File: src/mtwg_pkg.sv
// Shared constants and types of the MT19937 word generator.
package mtwg_pkg;

    localparam int unsigned WORD_W = 32;

    localparam logic [WORD_W-1:0] TWIST_MATRIX  = 32'h9908b0df;
    localparam logic [WORD_W-1:0] HIGH_BIT_MASK = 32'h80000000;
    localparam logic [WORD_W-1:0] LOW_BITS_MASK = 32'h7fffffff;
    localparam logic [WORD_W-1:0] TEMPER_MASK_B = 32'h9d2c5680;
    localparam logic [WORD_W-1:0] TEMPER_MASK_C = 32'hefc60000;
    localparam logic [WORD_W-1:0] SEED_MULT     = 32'd1812433253;
    localparam logic [WORD_W-1:0] SEED_RESET    = 32'h4141f00d;

    // Words read at fixed places of the state chain
    typedef struct packed {
        logic [WORD_W-1:0] head;    // oldest word
        logic [WORD_W-1:0] second;  // word after the oldest
        logic [WORD_W-1:0] tap;     // word at the tap offset
        logic [WORD_W-1:0] tail;    // newest word
    } t_taps;

    typedef struct packed {
        logic [WORD_W-1:0] next_word;  // word pushed into the chain
        logic [WORD_W-1:0] tempered;   // output word
    } t_twist;

endpackage

File: src/mtwg_twist.sv
// Twist of the head word and tempering of the result.
module mtwg_twist (
    input  mtwg_pkg::t_taps  i_taps,
    output mtwg_pkg::t_twist o_twist
);

    logic [mtwg_pkg::WORD_W-1:0] y;
    logic [mtwg_pkg::WORD_W-1:0] mag;
    logic [mtwg_pkg::WORD_W-1:0] w;
    logic [mtwg_pkg::WORD_W-1:0] t1;
    logic [mtwg_pkg::WORD_W-1:0] t2;
    logic [mtwg_pkg::WORD_W-1:0] t3;

    // Combine upper bit of the head with lower bits of its neighbor
    assign y   = (i_taps.head & mtwg_pkg::HIGH_BIT_MASK)
               | (i_taps.second & mtwg_pkg::LOW_BITS_MASK);
    assign mag = y[0] ? mtwg_pkg::TWIST_MATRIX : '0;
    assign w   = i_taps.tap ^ (y >> 1) ^ mag;

    // Temper the new word
    assign t1 = w ^ (w >> 11);
    assign t2 = t1 ^ ((t1 << 7) & mtwg_pkg::TEMPER_MASK_B);
    assign t3 = t2 ^ ((t2 << 15) & mtwg_pkg::TEMPER_MASK_C);

    assign o_twist.next_word = w;
    assign o_twist.tempered  = t3 ^ (t3 >> 18);

endmodule

File: config.mk
export PLATFORM = sky130hd
export DESIGN_NAME = mtwg_twist
export DESIGN_NICKNAME = d
export VERILOG_FILES = /design/src/mtwg_pkg.sv /design/src/mtwg_twist.sv
export SDC_FILE = /design/constraint.sdc
export NUM_CORES = 1
export LEC_CHECK = 0
export BUFFER_PORTS_ARGS = -buffer_cell sky130_fd_sc_hd__buf_2
export CAP_MARGIN = 30
export CELL_PAD_IN_SITES_DETAIL_PLACEMENT = 1
export CELL_PAD_IN_SITES_GLOBAL_PLACEMENT = 2
export CORE_MARGIN = 1.5
export CORE_UTILIZATION = 13
export DETAILED_ROUTE_END_ITERATION = 16
export PLACE_DENSITY_LB_ADDON = 0.12
export SYNTH_ARGS = -nofsm -noshare
export SYNTH_HDL_FRONTEND = slang
export SYNTH_SLANG_ARGS = --single-unit
File: constraint.sdc
create_clock -name vclk -period 6.85
set_input_delay 1.7125 -clock vclk [all_inputs]
set_output_delay 1.7125 -clock vclk [all_outputs]
set_load 0.02 [all_outputs]
==> results.py <==
metrics = {
    "setup_path": {
        "end_kind": "output pin",
        "cpLargestDelayFamily": "XOR/XNOR gates",
        "cpPeakStageDelay_ns": 0.57,
        "crit_arrival_ns": 3.62,
        "cp_num_buf_inv": 2,
        "path_class": "input pin to output pin",
        "critPathSlowestCell": "xnor3_2",
        "critical_path.cell_chain": "buf_2 -> xnor3_2 -> xor2_4 -> xnor3_1 -> xnor2_1 -> buf_2",
        "worstPathMaxFanout": 15,
        "cp_common_cell": "buf_2",
        "worst_ep_required_time_ns": 5.14,
        "cp-start-kind": "input pin",
    },
    "power": {
        "p_leak_nw": 1.00,
        "ir_worst_vdd_mv": 0.0730,
        "power_mw": 0.563,
        "p_per_area_nw_per_um2": 295,
    },
    "die": {
        "start_util_pct": 13.3,
        "die_h_um": 97.1,
        "row_count": 34,
        "die_area_um2": 9430,
        "ios": 192,
        "core_um2": 8640,
        "die_w_um": 97.1,
    },
    "synthesis": {
        "synthTopCellsByArea": "xnor2_1 (40%), xor2_1 (26%), xnor3_1 (14%), xor2_4 (4.8%), xor3_2 (4.3%)",
        "yosysSeqAreaShare_pct": 0,
        "ys_warn_count": 0,
        "avgSynthCellArea_um2": 10.3,
        "synth.distinct_cells": 12,
        "syn_inst": 112,
        "netlist_area_um2": 1150,
        "synth_top_area_share_pct": 40.3,
        "netlist_top_cells_count": "xnor2_1 (53), xor2_1 (34), inv_1 (8), xnor3_1 (7)",
        "synth_top_area_cell": "xnor2_1",
        "yosysMostFrequentCell": "xnor2_1",
        "synth_nets": 240,
    },
    "final_layout": {
        "syn2layout_area_growth_pct": 66.0,
        "seqCellArea_um2": 0,
        "final_nets": 368,
        "fin_area_um2": 1910,
        "n_antenna_cell": 0,
        "seq_cell_count": 0,
        "nFillCells": 1068,
        "clock_buffers": 0,
        "layout-drive-gt1-share_pct": 56.7,
        "stdcell_count": 346,
    },
    "routing": {
        "routed_via_density": 3.41,
        "drc": 0,
        "wirelength_um": 3820,
        "first_iter_violations": 7,
        "wire_per_inst_um": 11.0,
        "final_antenna_net_count": 0,
        "vias": 1179,
        "first_pass_iters": 2,
    },
    "grt": {
        "overflow": 0,
        "grt_usage_pct": 7.55,
        "grt_pass1_wl_um": 6120,
        "antenna_found_initial": 0,
        "grt_max_degree": 16,
        "grt_pass1_vias": 1209,
    },
    "timing": {
        "tightestPinTransition_ns": 0.497,
        "fmax_ghz": 0.187,
        "rsz0062_at_grt": "false",
        "tns_ns": 0,
        "setup-violations-final": 0,
        "min_period_ns": 5.34,
        "slew-limit-headroom_pct": 66.6,
        "fin_crit_sh_pct": 77.9,
        "fin_ws_ns": 1.51,
        "drv_slew": 0,
        "hold_viol_final": 0,
    },
    "placement": {
        "io_buffer_count": 128,
        "dpl.hpwl_um": 3430,
        "post-place-cells": 346,
        "dpl_worst_slack_ns": 1.44,
        "gp_congestion": 0.633,
        "placed_area_um2": 1910,
    },
    "flow_run": {
        "cap_viol_max_count": 0,
    },
    "clocking": {
        "cts_resized": 0,
        "postCtsHoldBufs": 0,
        "post-cts-setup-buffers": 0,
    },
    "hold_path": {
        "hp-start": "i_taps[37]",
        "hold_path_depth": 3,
        "min_to": "o_twist[37]",
        "hp-class": "input pin to output pin",
    },
    "status": {
        "status": "complete, no violations",
    },
}
placed cells by master, fill, tap and decap left out:
cell,count
buf_2,128
inv_1,8
xnor2_1,53
xnor2_2,1
xnor3_1,7
xnor3_2,1
xor2_1,34
xor2_2,1
xor2_4,2
xor3_1,1
xor3_2,2
how the worst max path moves through the flow:
stage | from | to | slack (ns) | cells after the start
floorplan | i_taps[81] | o_twist[9] | 1.60 | 4
global placement | i_taps[64] | o_twist[0] | 1.42 | 6
detailed placement | i_taps[64] | o_twist[0] | 1.44 | 6
CTS | i_taps[64] | o_twist[4] | 1.43 | 6
global route | i_taps[64] | o_twist[4] | 1.34 | 6
finish | i_taps[64] | o_twist[4] | 1.51 | 6
cells by family (layout without fill, tap and decap cells):
group | after synthesis | after routing | share of synthesized area (%)
buf+inv | 10 | 136 | 4.02
xor+xnor | 102 | 102 | 96.0
power breakdown:
part           switching (mW)  total [mW]  leakage (nW)  internal [mW]
registers                   0           0             0              0
logic                   0.338       0.563          1.00          0.226
clock network               0           0             0              0
total                   0.338       0.563          1.00          0.226
area by class of cell:
type / count / area [µm²] / area share (%)
timing repair buffer: 128 / 641 / 33.5
inverter: 8 / 30.0 / 1.57
tap: 108 / 135 / 7.07
multi-input combinational: 102 / 1100 / 57.8
worst min-delay path, stage by stage:
cell,delay (ns)
buf_2,0.08
xor2_1,0.08
buf_2,0.16
per-stage QoR:
step           hold slack, ns  util [%]
6_report                 3.75      22.1
5_1_grt                  3.77      22.1
4_1_cts                  3.76      22.1
3_5_place_dp             3.75      22.1
3_3_place_gp             3.76      22.1
2_1_floorplan            3.53         -
layer usage:
metal | share of wire, % | wire length [µm] | vias to the layer above | track usage (%)
met1 | 41 | 1580 | 526 | 9.57
met5 | 0 | 0 | - | 0
met4 | 0 | 0 | 0 | 0
met2 | 51 | 1930 | 66 | 14.3
li1 | - | - | 587 | -
met3 | 7.9 | 301 | 0 | 1.08
Power figures use the tool's default switching activity.
